**src/tbps_pkg.sv**
```systemverilog
// Shared types, codes and constants of the token bucket packet shaper.
// No dependencies; every other file refers to it by scoped names.
package tbps_pkg;

   localparam int FRACTION_BITS_DEFAULT = 8;

   localparam int LEN_W      = 16;
   localparam int RATE_W     = 32;
   localparam int TOKEN_W    = 40;
   localparam int CSR_DATA_W = 40;

   localparam logic [RATE_W-1:0]  RATE_RESET  = 32'd256;
   localparam logic [TOKEN_W-1:0] DEPTH_RESET = 40'd268435456;

   // Operation codes of an input word
   localparam logic OP_TICK   = 1'b0;
   localparam logic OP_PACKET = 1'b1;

   // Register indexes of the configuration port
   localparam logic CSR_RATE  = 1'b0;
   localparam logic CSR_DEPTH = 1'b1;

   // Result status codes
   localparam logic [1:0] ST_RELEASED = 2'd0;
   localparam logic [1:0] ST_HELD     = 2'd1;
   localparam logic [1:0] ST_DROPPED  = 2'd2;
   localparam logic [1:0] ST_BUSY     = 2'd3;

   typedef struct packed {
      logic             operation;
      logic [LEN_W-1:0] packet_length;
   } req_type;

   typedef struct packed {
      logic [1:0]         status;
      logic [LEN_W-1:0]   packet_length_out;
      logic [TOKEN_W-1:0] tokens_left;
   } rsp_type;

   typedef struct packed {
      logic [1:0] count;
      logic       push;
      logic       pop;
   } queue_status_type;

   typedef struct packed {
      logic held_valid;
      logic emit;
   } back_status_type;

endpackage

```
**src/token_bucket_packet_shaper.sv**
```systemverilog
// Top level of the token bucket packet shaper: front end, queue and token engine.
// Depends on tbps_pkg, tbps_front, tbps_queue and tbps_back.
//
//   channel  direction  handshake            word
//   req      in         req_valid/req_stall  tbps_pkg::req_type (operation, packet_length)
//   rsp      out        rsp_valid/rsp_stall  tbps_pkg::rsp_type (status, length, tokens)
//   csr      in         csr_write            csr_index (1 bit), csr_data (40 bits)
//
// One word per cycle sustained while the queue has room and no result stalls; a word
// with a result goes to a queue slot at the accepting edge, then to the result register.
// The token engine does one add, clamp, compare and subtract per cycle, unless stalled,
// against its own token count.
// Reset is synchronous: count, hold and queue clear, rate and depth load defaults.
// req_stall rises only when the two-entry queue is full; a stalled valid rsp holds
// the result register and stops the engine, while the queue still fills to two words.
module token_bucket_packet_shaper #(
   parameter int FRACTION_BITS = tbps_pkg::FRACTION_BITS_DEFAULT
) (
   input  logic                            clock,
   input  logic                            reset,
   input  logic                            req_valid,
   output logic                            req_stall,
   input  tbps_pkg::req_type               req_word,
   output logic                            rsp_valid,
   input  logic                            rsp_stall,
   output tbps_pkg::rsp_type               rsp_word,
   input  logic                            csr_write,
   input  logic                            csr_index,
   input  logic [tbps_pkg::CSR_DATA_W-1:0] csr_data
);

   localparam int COST_W  = tbps_pkg::LEN_W + 3 + FRACTION_BITS;
   localparam int ENTRY_W = 2 + tbps_pkg::LEN_W + COST_W;

   logic [ENTRY_W-1:0]          front_entry;
   logic [ENTRY_W-1:0]          head_data;
   logic                        head_valid;
   logic                        queue_full;
   logic                        pop;
   logic [tbps_pkg::TOKEN_W-1:0] bucket_depth;
   tbps_pkg::queue_status_type  queue_status;
   tbps_pkg::back_status_type   back_status;

   // Decode the word and precompute its cost in token units
   tbps_front #(.FRACTION_BITS(FRACTION_BITS)) u_front (
      .req_word     (req_word),
      .bucket_depth (bucket_depth),
      .entry        (front_entry)
   );

   // Decouple acceptance from the token engine
   tbps_queue #(.WIDTH(ENTRY_W)) u_queue (
      .clock      (clock),
      .reset      (reset),
      .push       (req_valid),
      .push_data  (front_entry),
      .full       (queue_full),
      .head_valid (head_valid),
      .head_data  (head_data),
      .pop        (pop),
      .status     (queue_status)
   );

   assign req_stall = queue_full;

   // Apply ticks and packets to the bucket, hold the result for the consumer
   tbps_back #(.FRACTION_BITS(FRACTION_BITS)) u_back (
      .clock        (clock),
      .reset        (reset),
      .csr_write    (csr_write),
      .csr_index    (csr_index),
      .csr_data     (csr_data),
      .head_valid   (head_valid),
      .head_data    (head_data),
      .pop          (pop),
      .rsp_valid    (rsp_valid),
      .rsp_stall    (rsp_stall),
      .rsp_word     (rsp_word),
      .bucket_depth (bucket_depth),
      .status       (back_status)
   );

   // A held or busy result only shows while a packet sits in the hold
   assert property (@(posedge clock) disable iff (reset)
      rsp_valid && (rsp_word.status == tbps_pkg::ST_HELD ||
                    rsp_word.status == tbps_pkg::ST_BUSY) |-> back_status.held_valid)
      else $error("held or busy result without a held packet");

   // A pop without a push drains exactly one queue entry
   assert property (@(posedge clock) disable iff (reset)
      queue_status.pop && !queue_status.push |=>
         queue_status.count == $past(queue_status.count) - 2'd1)
      else $error("queue count out of step with pops");

   // The engine only emits into a free or draining result register
   assert property (@(posedge clock) disable iff (reset)
      back_status.emit |-> !rsp_valid || !rsp_stall)
      else $error("result emitted over a stalled result");

endmodule

```
**src/tbps_front.sv**
```systemverilog
// Front end of the shaper: decode an input word and precompute its cost.
// Depends on tbps_pkg.
module tbps_front #(
   parameter int FRACTION_BITS = tbps_pkg::FRACTION_BITS_DEFAULT,
   localparam int COST_W  = tbps_pkg::LEN_W + 3 + FRACTION_BITS,
   localparam int ENTRY_W = 2 + tbps_pkg::LEN_W + COST_W
) (
   input  tbps_pkg::req_type              req_word,
   input  logic [tbps_pkg::TOKEN_W-1:0]   bucket_depth,
   output logic [ENTRY_W-1:0]             entry
);

   logic [COST_W-1:0] cost;
   logic              oversize;

   // cost in token units: length in bytes, times 8 bits, times the fraction scale
   assign cost     = {req_word.packet_length, (3 + FRACTION_BITS)'(0)};
   assign oversize = tbps_pkg::TOKEN_W'(cost) > bucket_depth;

   assign entry = {req_word.operation, oversize, req_word.packet_length, cost};

endmodule

```
**src/tbps_queue.sv**
```systemverilog
// Two-entry queue between the front end and the token engine.
// Depends on tbps_pkg for its status struct.
module tbps_queue #(
   parameter int WIDTH = 8
) (
   input  logic                       clock,
   input  logic                       reset,
   input  logic                       push,
   input  logic [WIDTH-1:0]           push_data,
   output logic                       full,
   output logic                       head_valid,
   output logic [WIDTH-1:0]           head_data,
   input  logic                       pop,
   output tbps_pkg::queue_status_type status
);

   logic [WIDTH-1:0] slot_ff [2];
   logic             wr_ptr_ff, wr_ptr_in;
   logic             rd_ptr_ff, rd_ptr_in;
   logic [1:0]       count_ff, count_in;
   logic             do_push, do_pop;

   assign full       = count_ff == 2'd2;
   assign head_valid = count_ff != 2'd0;
   assign head_data  = slot_ff[rd_ptr_ff];
   assign do_push    = push && !full;
   assign do_pop     = pop && head_valid;

   always_comb begin
      wr_ptr_in = do_push ? !wr_ptr_ff : wr_ptr_ff;
      rd_ptr_in = do_pop ? !rd_ptr_ff : rd_ptr_ff;
      count_in  = count_ff + 2'(do_push) - 2'(do_pop);
   end

   always_ff @(posedge clock) begin
      if (reset) begin
         wr_ptr_ff <= 1'b0;
         rd_ptr_ff <= 1'b0;
         count_ff  <= 2'd0;
      end else begin
         wr_ptr_ff <= wr_ptr_in;
         rd_ptr_ff <= rd_ptr_in;
         count_ff  <= count_in;
      end
   end

   always_ff @(posedge clock) begin
      if (do_push) begin
         slot_ff[wr_ptr_ff] <= push_data;
      end
   end

   assign status = '{count: count_ff, push: do_push, pop: do_pop};

endmodule

```
**src/tbps_back.sv**
```systemverilog
// Token engine: configuration registers, token count, held packet and result register.
// Depends on tbps_pkg.
module tbps_back #(
   parameter int FRACTION_BITS = tbps_pkg::FRACTION_BITS_DEFAULT,
   localparam int COST_W  = tbps_pkg::LEN_W + 3 + FRACTION_BITS,
   localparam int ENTRY_W = 2 + tbps_pkg::LEN_W + COST_W
) (
   input  logic                            clock,
   input  logic                            reset,
   input  logic                            csr_write,
   input  logic                            csr_index,
   input  logic [tbps_pkg::CSR_DATA_W-1:0] csr_data,
   input  logic                            head_valid,
   input  logic [ENTRY_W-1:0]              head_data,
   output logic                            pop,
   output logic                            rsp_valid,
   input  logic                            rsp_stall,
   output tbps_pkg::rsp_type               rsp_word,
   output logic [tbps_pkg::TOKEN_W-1:0]    bucket_depth,
   output tbps_pkg::back_status_type       status
);

   localparam int TW = tbps_pkg::TOKEN_W;
   localparam int LW = tbps_pkg::LEN_W;

   logic [tbps_pkg::RATE_W-1:0] rate_ff, rate_in;
   logic [TW-1:0]               depth_ff, depth_in;
   logic [TW-1:0]               token_ff, token_in;
   logic                        held_valid_ff, held_valid_in;
   logic [LW-1:0]               held_len_ff, held_len_in;
   logic [COST_W-1:0]           held_cost_ff, held_cost_in;
   logic                        rsp_valid_ff, rsp_valid_in;
   tbps_pkg::rsp_type           rsp_ff, rsp_in;

   logic              op;
   logic              oversize;
   logic [LW-1:0]     len;
   logic [COST_W-1:0] cost;
   logic [TW:0]       sum;
   logic [TW-1:0]     clamped;
   logic              emit;
   logic [1:0]        st;
   logic [LW-1:0]     st_len;

   assign op       = head_data[ENTRY_W-1];
   assign oversize = head_data[ENTRY_W-2];
   assign len      = head_data[COST_W+LW-1:COST_W];
   assign cost     = head_data[COST_W-1:0];

   assign pop = head_valid && (!rsp_valid_ff || !rsp_stall);

   always_comb begin
      rate_in  = rate_ff;
      depth_in = depth_ff;
      if (csr_write) begin
         unique case (csr_index)
            tbps_pkg::CSR_RATE:  rate_in  = csr_data[tbps_pkg::RATE_W-1:0];
            tbps_pkg::CSR_DEPTH: depth_in = csr_data[TW-1:0];
            default:             rate_in  = rate_ff;
         endcase
      end
   end

   always_comb begin
      sum     = {1'b0, token_ff} + (TW + 1)'(rate_ff);
      clamped = (sum > {1'b0, depth_ff}) ? depth_ff : sum[TW-1:0];

      token_in      = token_ff;
      held_valid_in = held_valid_ff;
      held_len_in   = held_len_ff;
      held_cost_in  = held_cost_ff;
      emit          = 1'b0;
      st            = tbps_pkg::ST_RELEASED;
      st_len        = len;

      if (pop) begin
         if (op == tbps_pkg::OP_TICK) begin
            token_in = clamped;
            st_len   = held_len_ff;
            if (held_valid_ff) begin
               if (TW'(held_cost_ff) > depth_ff) begin
                  held_valid_in = 1'b0;
                  emit          = 1'b1;
                  st            = tbps_pkg::ST_DROPPED;
               end else if (TW'(held_cost_ff) <= clamped) begin
                  token_in      = clamped - TW'(held_cost_ff);
                  held_valid_in = 1'b0;
                  emit          = 1'b1;
                  st            = tbps_pkg::ST_RELEASED;
               end
            end
         end else begin
            emit = 1'b1;
            if (held_valid_ff) begin
               st = tbps_pkg::ST_BUSY;
            end else if (oversize) begin
               st = tbps_pkg::ST_DROPPED;
            end else if (TW'(cost) <= token_ff) begin
               token_in = token_ff - TW'(cost);
               st       = tbps_pkg::ST_RELEASED;
            end else begin
               held_valid_in = 1'b1;
               held_len_in   = len;
               held_cost_in  = cost;
               st            = tbps_pkg::ST_HELD;
            end
         end
      end

      rsp_in = rsp_ff;
      if (pop) begin
         rsp_valid_in = emit;
         if (emit) begin
            rsp_in = '{status: st, packet_length_out: st_len, tokens_left: token_in};
         end
      end else if (!rsp_stall) begin
         rsp_valid_in = 1'b0;
      end else begin
         rsp_valid_in = rsp_valid_ff;
      end
   end

   always_ff @(posedge clock) begin
      if (reset) begin
         rate_ff       <= tbps_pkg::RATE_RESET;
         depth_ff      <= tbps_pkg::DEPTH_RESET;
         token_ff      <= '0;
         held_valid_ff <= 1'b0;
         held_len_ff   <= '0;
         held_cost_ff  <= '0;
         rsp_valid_ff  <= 1'b0;
      end else begin
         rate_ff       <= rate_in;
         depth_ff      <= depth_in;
         token_ff      <= token_in;
         held_valid_ff <= held_valid_in;
         held_len_ff   <= held_len_in;
         held_cost_ff  <= held_cost_in;
         rsp_valid_ff  <= rsp_valid_in;
      end
   end

   always_ff @(posedge clock) begin
      rsp_ff <= rsp_in;
   end

   assign rsp_valid    = rsp_valid_ff;
   assign rsp_word     = rsp_ff;
   assign bucket_depth = depth_ff;
   assign status       = '{held_valid: held_valid_ff, emit: pop && emit};

endmodule

```
**config.mk**
```make
export PLATFORM = sky130hd
export DESIGN_NAME = token_bucket_packet_shaper
export DESIGN_NICKNAME = d
export VERILOG_FILES = /design/src/tbps_pkg.sv /design/src/token_bucket_packet_shaper.sv /design/src/tbps_front.sv /design/src/tbps_queue.sv /design/src/tbps_back.sv
export SDC_FILE = /design/constraint.sdc
export NUM_CORES = 1
export LEC_CHECK = 0
export BUFFER_PORTS_ARGS = -buffer_cell sky130_fd_sc_hd__buf_4
export CAP_MARGIN = 20
export CORE_MARGIN = 1.5
export CORE_UTILIZATION = 65
export CTS_BUF_LIST = sky130_fd_sc_hd__clkbuf_8
export DETAILED_ROUTE_END_ITERATION = 8
export PLACE_DENSITY_LB_ADDON = 0.15
export SLEW_MARGIN = 10
export SYNTH_ARGS = -nofsm -noshare
export SYNTH_HDL_FRONTEND = slang
export SYNTH_SLANG_ARGS = --single-unit
```
**constraint.sdc**
```tcl
create_clock -name clock -period 22.6 [get_ports clock]
set_clock_uncertainty 0.2 [all_clocks]
set_input_delay 1.13 -clock clock [delete_from_list [all_inputs] [get_ports clock]]
set_output_delay 1.13 -clock clock [all_outputs]
set_load 0.005 [all_outputs]
```
---- Word level (Yosys, flattened, before mapping) ----
Memories as Yosys holds them, arrays and structs flattened. A register that Yosys moved wholly into a read port is not among the register bits.
Cells that the tools add are included.
word-level totals
  memories ................................ 1
  flip-flop bits (word level) ............. 219
  RAM bits ................................ 68
  bits in latches ......................... 0
  ROM bits ................................ 0
  word-level logic and storage cells ...... 78
  bits of input ports ..................... 63
operators by class
  add/subtract/negate cells ............... 5
  mux-type cells .......................... 34
  equal/unequal tests ..................... 2
  multipliers ............................. 0
  shifts and indexed selects .............. 0
  divide/modulo/power cells ............... 0
  magnitude comparators ................... 5
  reduce and logical (&&, ||, !) cells .... 14
  bitwise logic cells ..................... 4
memories
  memory           words  bits a word  rd ports  clocked after memory_dff  wr ports  RTL line          RTL
  u_queue.slot_ff  2      34           1         1                         1         tbps_queue.sv:17  logic [WIDTH-1:0] slot_ff [2];
operator list
  kind                                                              count
  40-bit two-way mux                                                9
  27-bit by 40-bit greater-than comparator with 1-bit output        2
  27-bit by 40-bit less-or-equal comparator with 1-bit output       2
  40-bit by 27-bit subtractor with 40-bit output                    2
  40-bit by 32-bit adder with 41-bit output                         1
  41-bit by 40-bit greater-than comparator with 1-bit output        1
  1-bit two-way mux                                                 19
  16-bit two-way mux                                                1
  2-bit two-way mux                                                 5
  2-bit AND reduction                                               3
  1-bit zero test                                                   5
  5-bit AND reduction                                               1
  1-bit NOT                                                         4
  1-bit logical AND                                                 3
  2-bit by 1-bit adder with 2-bit output                            1
  2-bit == test (second input constant)                             1
  2-bit by 1-bit != test with 1-bit output (second input constant)  1
  2-bit nonzero test                                                1
  2-bit by 1-bit subtractor with 2-bit output                       1
  1-bit logical OR                                                  1

---- Logic depth before layout (Yosys ltp) ----
Gate-level depths: netlist of the first run.
  depth in word-level cells ............... 10
  depth in mapped cells ................... 37

---- By module ----
A second synthesis of the first run with hierarchy kept.
unflattened totals
  cells, all modules ...................... 2376
  area, all modules ....................... 20759.9 sq um
modules (own cells, without submodules)
  module      seq. area each (sq um)  area an instance (sq um)  cells each  times used
  tbps_back   4884.7                  16438.3                   2093        1
  tbps_queue  2802.7                  3499.6                    170         1
  tbps_front  0.0                     822.0                     113         1

---- Worst setup path before layout of the first run ----
Ideal clock, no wire load.
  path type ............................... flip-flop to flip-flop
  start point ............................. register u_back.token_ff[0]
  end point ............................... register u_back.rsp_ff, in the netlist u_back.rsp_word[0], enable pin
  stages on the path, launching flop included .. 35
  buffers on the path ..................... 5
  library setup time ...................... 417 ps
  required time ........................... 21983 ps
  clock period less this slack ............ 8817 ps
  arrival time ............................ 8200 ps
  setup slack ............................. 13783 ps
  cells stage by stage .................... dfxtp_1 -> ha_1 -> fa_1 -> a211oi_2 -> o21ai_2 -> a21boi_2 -> o211ai_4 -> a31oi_4 -> xnor2_1 -> ha_1 -> and4_1 -> and4_1 -> and3_1 -> a211oi_1 -> o21ai_0 -> o211ai_1 -> buf_2 -> buf_2 -> buf_2 -> buf_2 -> mux2_2 -> ha_1 -> nand4_1 -> nor2_1 -> nand4_1 -> or3_1 -> or4_1 -> nor4_1 -> a21oi_1 -> nor4b_4 -> o211ai_4 -> buf_2 -> o21a_1 -> nand2_1 -> nand2_1
between the ends
  word-level cells in the longest chain between the ends .. 10
ends and longest elaborated chain
  item                                                           RTL line          RTL
  from (decl)                                                    tbps_back.sv:28   logic [TW-1:0] token_ff, token_in;
  from (signal assigned)                                         tbps_back.sv:135  token_ff <= token_in;
  40-bit by 32-bit adder with 41-bit output *                    tbps_back.sv:65   sum = {1'b0, token_ff} + (TW + 1)'(rate_ff);
  41-bit by 40-bit greater-than comparator with 1-bit output     tbps_back.sv:66   clamped = (sum > {1'b0, depth_ff}) ? depth_ff : sum[TW-1:0];
  40-bit two-way mux *                                           tbps_back.sv:66
  27-bit by 40-bit less-or-equal comparator with 1-bit output *  tbps_back.sv:85   end else if (TW'(held_cost_ff) <= clamped) begin
  1-bit two-way mux *                                            tbps_back.sv:85
  1-bit two-way mux *                                            tbps_back.sv:81   if (TW'(held_cost_ff) > depth_ff) begin
  1-bit two-way mux *                                            tbps_back.sv:80   if (held_valid_ff) begin
  1-bit two-way mux *                                            tbps_back.sv:77   if (op == tbps_pkg::OP_TICK) begin
  1-bit two-way mux *                                            tbps_back.sv:76   if (pop) begin
  2-bit AND reduction (no line) *                                -
  to (signal assigned)                                           tbps_back.sv:144  rsp_ff <= rsp_in;
  to (decl)                                                      tbps_back.sv:33   tbps_pkg::rsp_type rsp_ff, rsp_in;
Every way passes the cells marked *; elsewhere a longest branch is shown, timed or not.
A chain may end at the register's enable or synchronous reset.

---- Worst setup path after layout of the first run ----
  start point ............................. register u_back.token_ff[0]
  end point ............................... register u_back.rsp_ff, in the netlist u_back.rsp_word[3], enable pin
Same word-level chain as after synthesis.

==> out/metrics.yaml, run 1 <==
cells_and_area:
  num_antenna_cells: 0
  final_nets: 2049
  synthToLayoutAreaGrowth_pct: 12.7
  layout.core_utilization_pct: 75.0
  layout.cells.most_common_list: "sky130_fd_sc_hd__nand2_1, sky130_fd_sc_hd__a21oi_1, sky130_fd_sc_hd__ha_1, sky130_fd_sc_hd__buf_4, sky130_fd_sc_hd__dfxtp_1"
  instances_no_fill: 2162
  drive_gt1_share_pct: 13.4
  final_common_cell: "sky130_fd_sc_hd__nand2_1"
  layout.cell_area.non_filler_mm2: 0.0170
  fillerInstances: 1760
routing:
  postRouteWirelength_um: 45100
  detail_route.first_pass.iterations: 6
  routed-via-count: 13900
  post-route-drc-count: 0
  antenna_left: 0
  route.detailed.vias_per_inst: 6.42
  routed_wire_length_per_instance_um: 20.9
  drt-initial-drc-count: 1287
sta:
  timing.final.crit_share_pct: 43.4
  timing_worst_slew_pin_value_ps: 1040
  totalNegativeSetupSlack_ps: 0
  max_slew_margin_pct: 30.5
  final_hold_slack_ps: 258
  worst_slack_ps: 12780
  final_hold_viol_count: 0
  timing_max_transition_violations_final: 0
  setup_viol: 0
  rsz0062_at_grt: "false"
  fmax_mhz: 102
  fin_crit_ps: 9820
synth:
  synthesis.area_per_instance_um2: 8.68
  count_of_yosys_warnings_during_synthesis: 0
  synth-seq-cells: 229
  netlist_instances: 1742
  seq_area_frac_synth_pct: 36.6
  postSynthNetCount: 1946
  synth-edff-count: 94
  dominantRegCellSynth: "sky130_fd_sc_hd__dfxtp_1"
  post_synth_instance_area_mm2: 0.0151
  synth.distinct_cells: 83
  synthArstFlopShare_pct: 0
hold_path:
  hold_path_startpoint: "u_back.bucket_depth[38]$_SDFFE_PP0P_"
  timing.hold.worst_path_depth: 2
  worst_hold_path_type: "reg2reg"
  min_to: "u_back.bucket_depth[38]$_SDFFE_PP0P_"
clocking:
  cts-buffers-inserted: 40
  tritoncts: "done"
  cts.clk_slew.worst_paths_ps: 60
  ctsResizeCount: 0
  clock_tree.htree_level_count: 2
  buffer_levels_on_the_longest_clock_path: 3
  holdBufCountCts: 0
  clock_network_latency_to_the_later_pin_of_the_worst_skew_pair_ps: 560
  postCtsSetupBuffers: 0
  cts_sinks: 229
  clock_tree.root_cell: "sky130_fd_sc_hd__clkbuf_8"
global_route:
  grt_util_all_layers_pct: 37.0
  antenna_violations_before_repair: 0
  grt_first_pass_wirelength_um: 69800
  grt_pass1_vias: 13000
  largest_net_degree_at_the_start_of_global_routing: 86
  globalRoute.totalOverflow: 0
placement:
  place_hpwl_um: 33900
  dpl_worst_slack_ps: 13060
  gp_congestion: 1.00
  dpl-instance-area_mm2: 0.0162
  numPlacedInstances: 2086
  buffer_ports.inserted: 122
floorplan:
  die-area_mm2: 0.0242
  starting_density_of_the_core_pct: 66.5
  boundaryPins: 123
  core_region_area_mm2: 0.0227
  die_x_um: 155
  floorplan.rows: 55
  dieHeight_um: 155
setup_path:
  critical_path.startpoint_type: "flop"
  r2r_end: "u_back.rsp_word[3]$_DFFE_PP_"
  required_ps: 22590
  r2r-start: "u_back.token_ff[0]$_SDFF_PP0_"
  crit_path_end_kind: "flop"
  worst-endpoint-arrival_ps: 9810
  r2r_setup_slack_ps: 12780
  critPathMaxFanout: 46
  worst-r2r-cell-count: 32
  max_stage_delay_ps: 550
  crit_slowest_cell: "sky130_fd_sc_hd__o211ai_4"
  critPathKind: "reg2reg"
job:
  maxCapViolCount: 0
power:
  peakVddDrop_mv: 0.111
  leakage_nw: 7.20
  power_per_cell_area_mw_per_mm2: 147
  fin_total_pwr_mw: 2.51
status:
  status: "finished clean"
[flip-flops by register name, indices dropped and copies added, names as in the netlist, named ones only]
register	flops
u_back.held_valid_ff	1
u_queue.count_ff	2
u_back.rsp_word	58
u_back.bucket_depth	40
u_back.held_len_ff	15
u_back.held_cost_ff	1
u_queue.rd_ptr_ff	1
u_back.rate_ff	32
u_queue.wr_ptr_ff	1
u_back.token_ff	40
u_back.rsp_valid	1
u_queue.slot_ff	36
[worst max-delay path: cells and delay by family, from the launching register on]
| kind | cells | cell delay, ps |
|---|---|---|
| AND/OR/NAND/NOR | 11 | 3240 |
| AO/OA/AOI/OAI | 13 | 2670 |
| adder cells (fa/ha/maj) | 4 | 1410 |
| buffers and inverters | 2 | 1010 |
| multiplexers | 1 | 410 |
| flip-flops | 1 | 330 |
| XOR/XNOR | 1 | 120 |
[routing by layer]
layer	global-route usage [%]	share of wire, %
met4	17.5	4.7
met3	5.10	8.7
met5	0	0
met1	50.0	41
met2	58.9	45
[area by class of cell]
type	count	area [um2]	share of cell area (%)
timing repair buffer	137	1040	6.08
multi-input combinational	1346	8920	52.4
inverter	91	342	2.01
clock inverter	26	185	1.09
sequential	229	5530	32.4
clock buffer	48	661	3.88
tap	285	357	2.09
[cell families after synthesis]
kind of cell / count (synthesis) / share of synthesized area (%)
simple gates: 602 / 18.7
compound gates: 472 / 20.3
flops: 229 / 36.6
buf+inv: 167 / 4.47
fa+ha+maj: 141 / 11.8
xor+xnor: 77 / 4.46
mux: 54 / 3.70
[where the power goes]
| part | leakage [nW] | internal (mW) | switching [mW] |
|---|---|---|---|
| Combinational | 4.72 | 0.579 | 0.912 |
| Sequential | 1.99 | 0.551 | 0.0674 |
| Clock | 0.494 | 0.227 | 0.175 |
| Total | 7.20 | 1.36 | 1.15 |
[synth_stat cells (all sizes together), types with 29 or more instances]
library cell / count / share of area, %
mux2i: 39 / 2.6
xnor2: 48 / 2.8
inv: 91 / 2.3
xor2: 29 / 1.7
ha: 138 / 11
nor2: 115 / 2.9
a21o: 35 / 1.7
edfxtp: 94 / 19
nand2: 246 / 6.1
nand3: 71 / 2.4
a21oi: 212 / 7.3
nand4: 30 / 1.2
clkbuf: 53 / 1.3
dfxtp: 135 / 18
o21ai: 79 / 2.8
[worst max path at each step]
stage / startpoint / end / slack (ps) / depth (start not counted)
final: u_back.token_ff[0]$_SDFF_PP0_ / u_back.rsp_word[3]$_DFFE_PP_ / 12780 / 32
after global routing: u_back.token_ff[0]$_SDFF_PP0_ / u_back.rsp_word[4]$_DFFE_PP_ / 12200 / 32
after global placement: u_back.token_ff[0]$_SDFF_PP0_ / u_back.rsp_word[9]$_DFFE_PP_ / 13260 / 32
after detailed placement: u_back.token_ff[0]$_SDFF_PP0_ / u_back.rsp_word[9]$_DFFE_PP_ / 13060 / 32
after CTS: u_back.token_ff[0]$_SDFF_PP0_ / u_back.rsp_word[4]$_DFFE_PP_ / 12940 / 32
after floorplan: u_back.token_ff[0]$_SDFF_PP0_ / u_back.rsp_word[0]$_DFFE_PP_ / 13780 / 34
(Power assumes the default switching activity.)
==> inputs of run 2 (changes only) <==
- CORE_UTILIZATION: 65 -> 57
- clock period: 22.6 -> 8.15 ns (I/O delays scaled with it)
==> out/metrics.yaml, run 2 (same netlist as run 1, synthesis figures left out) <==
sta:
  final_hold_slack_ps: 39.3
  setup_viol: 0
  totalNegativeSetupSlack_ps: 0
  final_hold_viol_count: 0
  timing_max_transition_violations_final: 0
  timing.final.crit_share_pct: 96.6
  fmax_mhz: 127
  timing_worst_slew_pin_value_ps: 1030
  fin_crit_ps: 7880
  max_slew_margin_pct: 31.2
clocking:
  clock_tree.htree_level_count: 2
  cts-buffers-inserted: 39
  clock_network_latency_to_the_later_pin_of_the_worst_skew_pair_ps: 570
  tritoncts: "done"
  cts.clk_slew.worst_paths_ps: 70
  cts_sinks: 229
  clock_tree.root_cell: "sky130_fd_sc_hd__clkbuf_8"
  buffer_levels_on_the_longest_clock_path: 3
global_route:
  grt_first_pass_wirelength_um: 73700
  globalRouteMet1Util_pct: 45.0
  largest_net_degree_at_the_start_of_global_routing: 78
  globalRoute.totalOverflow: 0
  grt.met2_usage_pct: 54.9
  grt_busiest_layer: "met2"
  grt_use_met3_pct: 4.53
  grt_pass1_vias: 13500
  grt_util_all_layers_pct: 33.9
  antenna_violations_before_repair: 0
status:
  status: "finished clean"
routing:
  routed-via-count: 14200
  drt-initial-drc-count: 1127
  routed_wire_length_per_instance_um: 21.0
  postRouteWirelength_um: 48900
  antenna_left: 0
  route.detailed.vias_per_inst: 6.09
  detail_route.first_pass.iterations: 6
  post-route-drc-count: 0
cells_and_area:
  largest_register_ffs: 58
  layout.core_utilization_pct: 70.8
  final_nets: 2167
  layout.cells.most_common_list: "sky130_fd_sc_hd__nand2_1, sky130_fd_sc_hd__a21oi_1, sky130_fd_sc_hd__buf_4, sky130_fd_sc_hd__ha_1, sky130_fd_sc_hd__dfxtp_1"
  final_common_cell: "sky130_fd_sc_hd__nand2_1"
  synthToLayoutAreaGrowth_pct: 22.1
  num_antenna_cells: 0
  drive_gt1_share_pct: 17.6
hold_path:
  min_to: "u_queue.wr_ptr_ff$_SDFFE_PP0P_"
  hold_path_startpoint: "req_valid"
  worst_hold_path_type: "in2reg"
  timing.hold.worst_path_depth: 4
placement:
  gp_congestion: 0.984
  buffer_ports.inserted: 122
  place_hpwl_um: 36000
setup_path:
  r2r_setup_slack_ps: 270
  worst-r2r-cell-count: 32
  worst-endpoint-arrival_ps: 8180
  critPathKind: "reg2reg"
  r2r_end: "u_back.token_ff[11]$_SDFF_PP0_"
  crit_slowest_cell: "sky130_fd_sc_hd__ha_1"
  crit_path_end_kind: "flop"
  critical_path.startpoint_type: "flop"
  dominant_delay_contributor_by_cell_family_on_the_critical_path: "compound AO/OA/AOI/OAI gates"
  max_stage_delay_ps: 530
  required_ps: 8460
  critPathMaxFanout: 8
  r2r-start: "u_back.token_ff[19]$_SDFF_PP0_"
  cp.buffers_inverters: 4
floorplan:
  core_region_area_mm2: 0.0261
  die-area_mm2: 0.0275
  boundaryPins: 123
  die_x_um: 166
  starting_density_of_the_core_pct: 58.0
  floorplan.rows: 59
  dieHeight_um: 166
power:
  power_per_cell_area_mw_per_mm2: 407
  leakage_nw: 7.79
  fin_total_pwr_mw: 7.51
  peakVddDrop_mv: 0.295
job:
  maxCapViolCount: 0
==> run 2: cell count changes in the layout (fill, tap and decap cells not counted), moves of 5 or more <==
| cell | change |
|---|---|
| sky130_fd_sc_hd__a21oi_2 | +5 |
| sky130_fd_sc_hd__dlygate4sd3_1 | +58 |
| sky130_fd_sc_hd__inv_1 | -6 |
| sky130_fd_sc_hd__buf_4 | +49 |
| sky130_fd_sc_hd__ha_1 | -5 |
| sky130_fd_sc_hd__o21ai_1 | +5 |
| sky130_fd_sc_hd__o21ai_0 | -6 |
| sky130_fd_sc_hd__a21oi_1 | -5 |
==> run 2: report_power, final <==
group          internal [mW]  switching [mW]
clock                  0.591           0.487
combinational           1.98            2.73
sequential              1.53           0.200
total                   4.10            3.41
==> run 2: worst max-delay path by stage <==
stage / end / from / cells past startpoint
after floorplan: u_back.rsp_word[0]$_DFFE_PP_ / u_back.token_ff[0]$_SDFF_PP0_ / 34
after global placement: u_back.rsp_word[27]$_DFFE_PP_ / u_back.token_ff[0]$_SDFF_PP0_ / 32
after detailed placement: u_back.token_ff[31]$_SDFF_PP0_ / u_back.token_ff[0]$_SDFF_PP0_ / 33
after CTS: u_back.token_ff[31]$_SDFF_PP0_ / u_back.token_ff[0]$_SDFF_PP0_ / 32
after global routing: u_back.token_ff[31]$_SDFF_PP0_ / u_back.token_ff[0]$_SDFF_PP0_ / 36
final: u_back.token_ff[11]$_SDFF_PP0_ / u_back.token_ff[19]$_SDFF_PP0_ / 32
==> run 2: timing repair <==
action / CTS / global route
cloned: 0 / 6
setup endpoints to repair: 34 / 117
resized for setup: 1 / 55
hold buffers: 58 / 0
pin swaps: 0 / 28
endpoints found under the hold margin: 107 / 0
setup buffers: 0 / 15
==> run 2: metrics by stage <==
step | setup WS [ps] | instance area, um2 | std cells
finish | 273 | 18400 | 2327
floorplan | 148 | 15100 | 1742
global placement | 87.2 | 16600 | 2176
detailed placement | 13.4 | 16600 | 2176
CTS | 5.71 | 18000 | 2304
global route | -53.6 | 18400 | 2327
==> run 2: routing by layer <==
metal,part of all wire [%],vias up
li1,-,6766
met4,5.2,0
met3,6.7,143
met2,45,576
met5,0,-
met1,43,6690
==> run 2: area by class of cell <==
| type | count | area (um2) |
|---|---|---|
| inverter | 91 | 342 |
| multi-input combinational | 1347 | 9170 |
| timing repair buffer | 255 | 2190 |
| clock inverter | 26 | 191 |
| tap | 335 | 419 |
| sequential | 229 | 5530 |
| clock buffer | 44 | 606 |
| fill | 2082 | 7610 |
==> run 2: worst register-to-register path, delay by kind of cell, from the launching register on <==
family	cells	cell delay, ps
AND/OR/NAND/NOR	9	1760
AO/OA/AOI/OAI	14	3060
buffers and inverters	4	750
adder cells (fa/ha/maj)	3	1170
multiplexers	1	360
XOR/XNOR	1	170
flip-flops	1	370
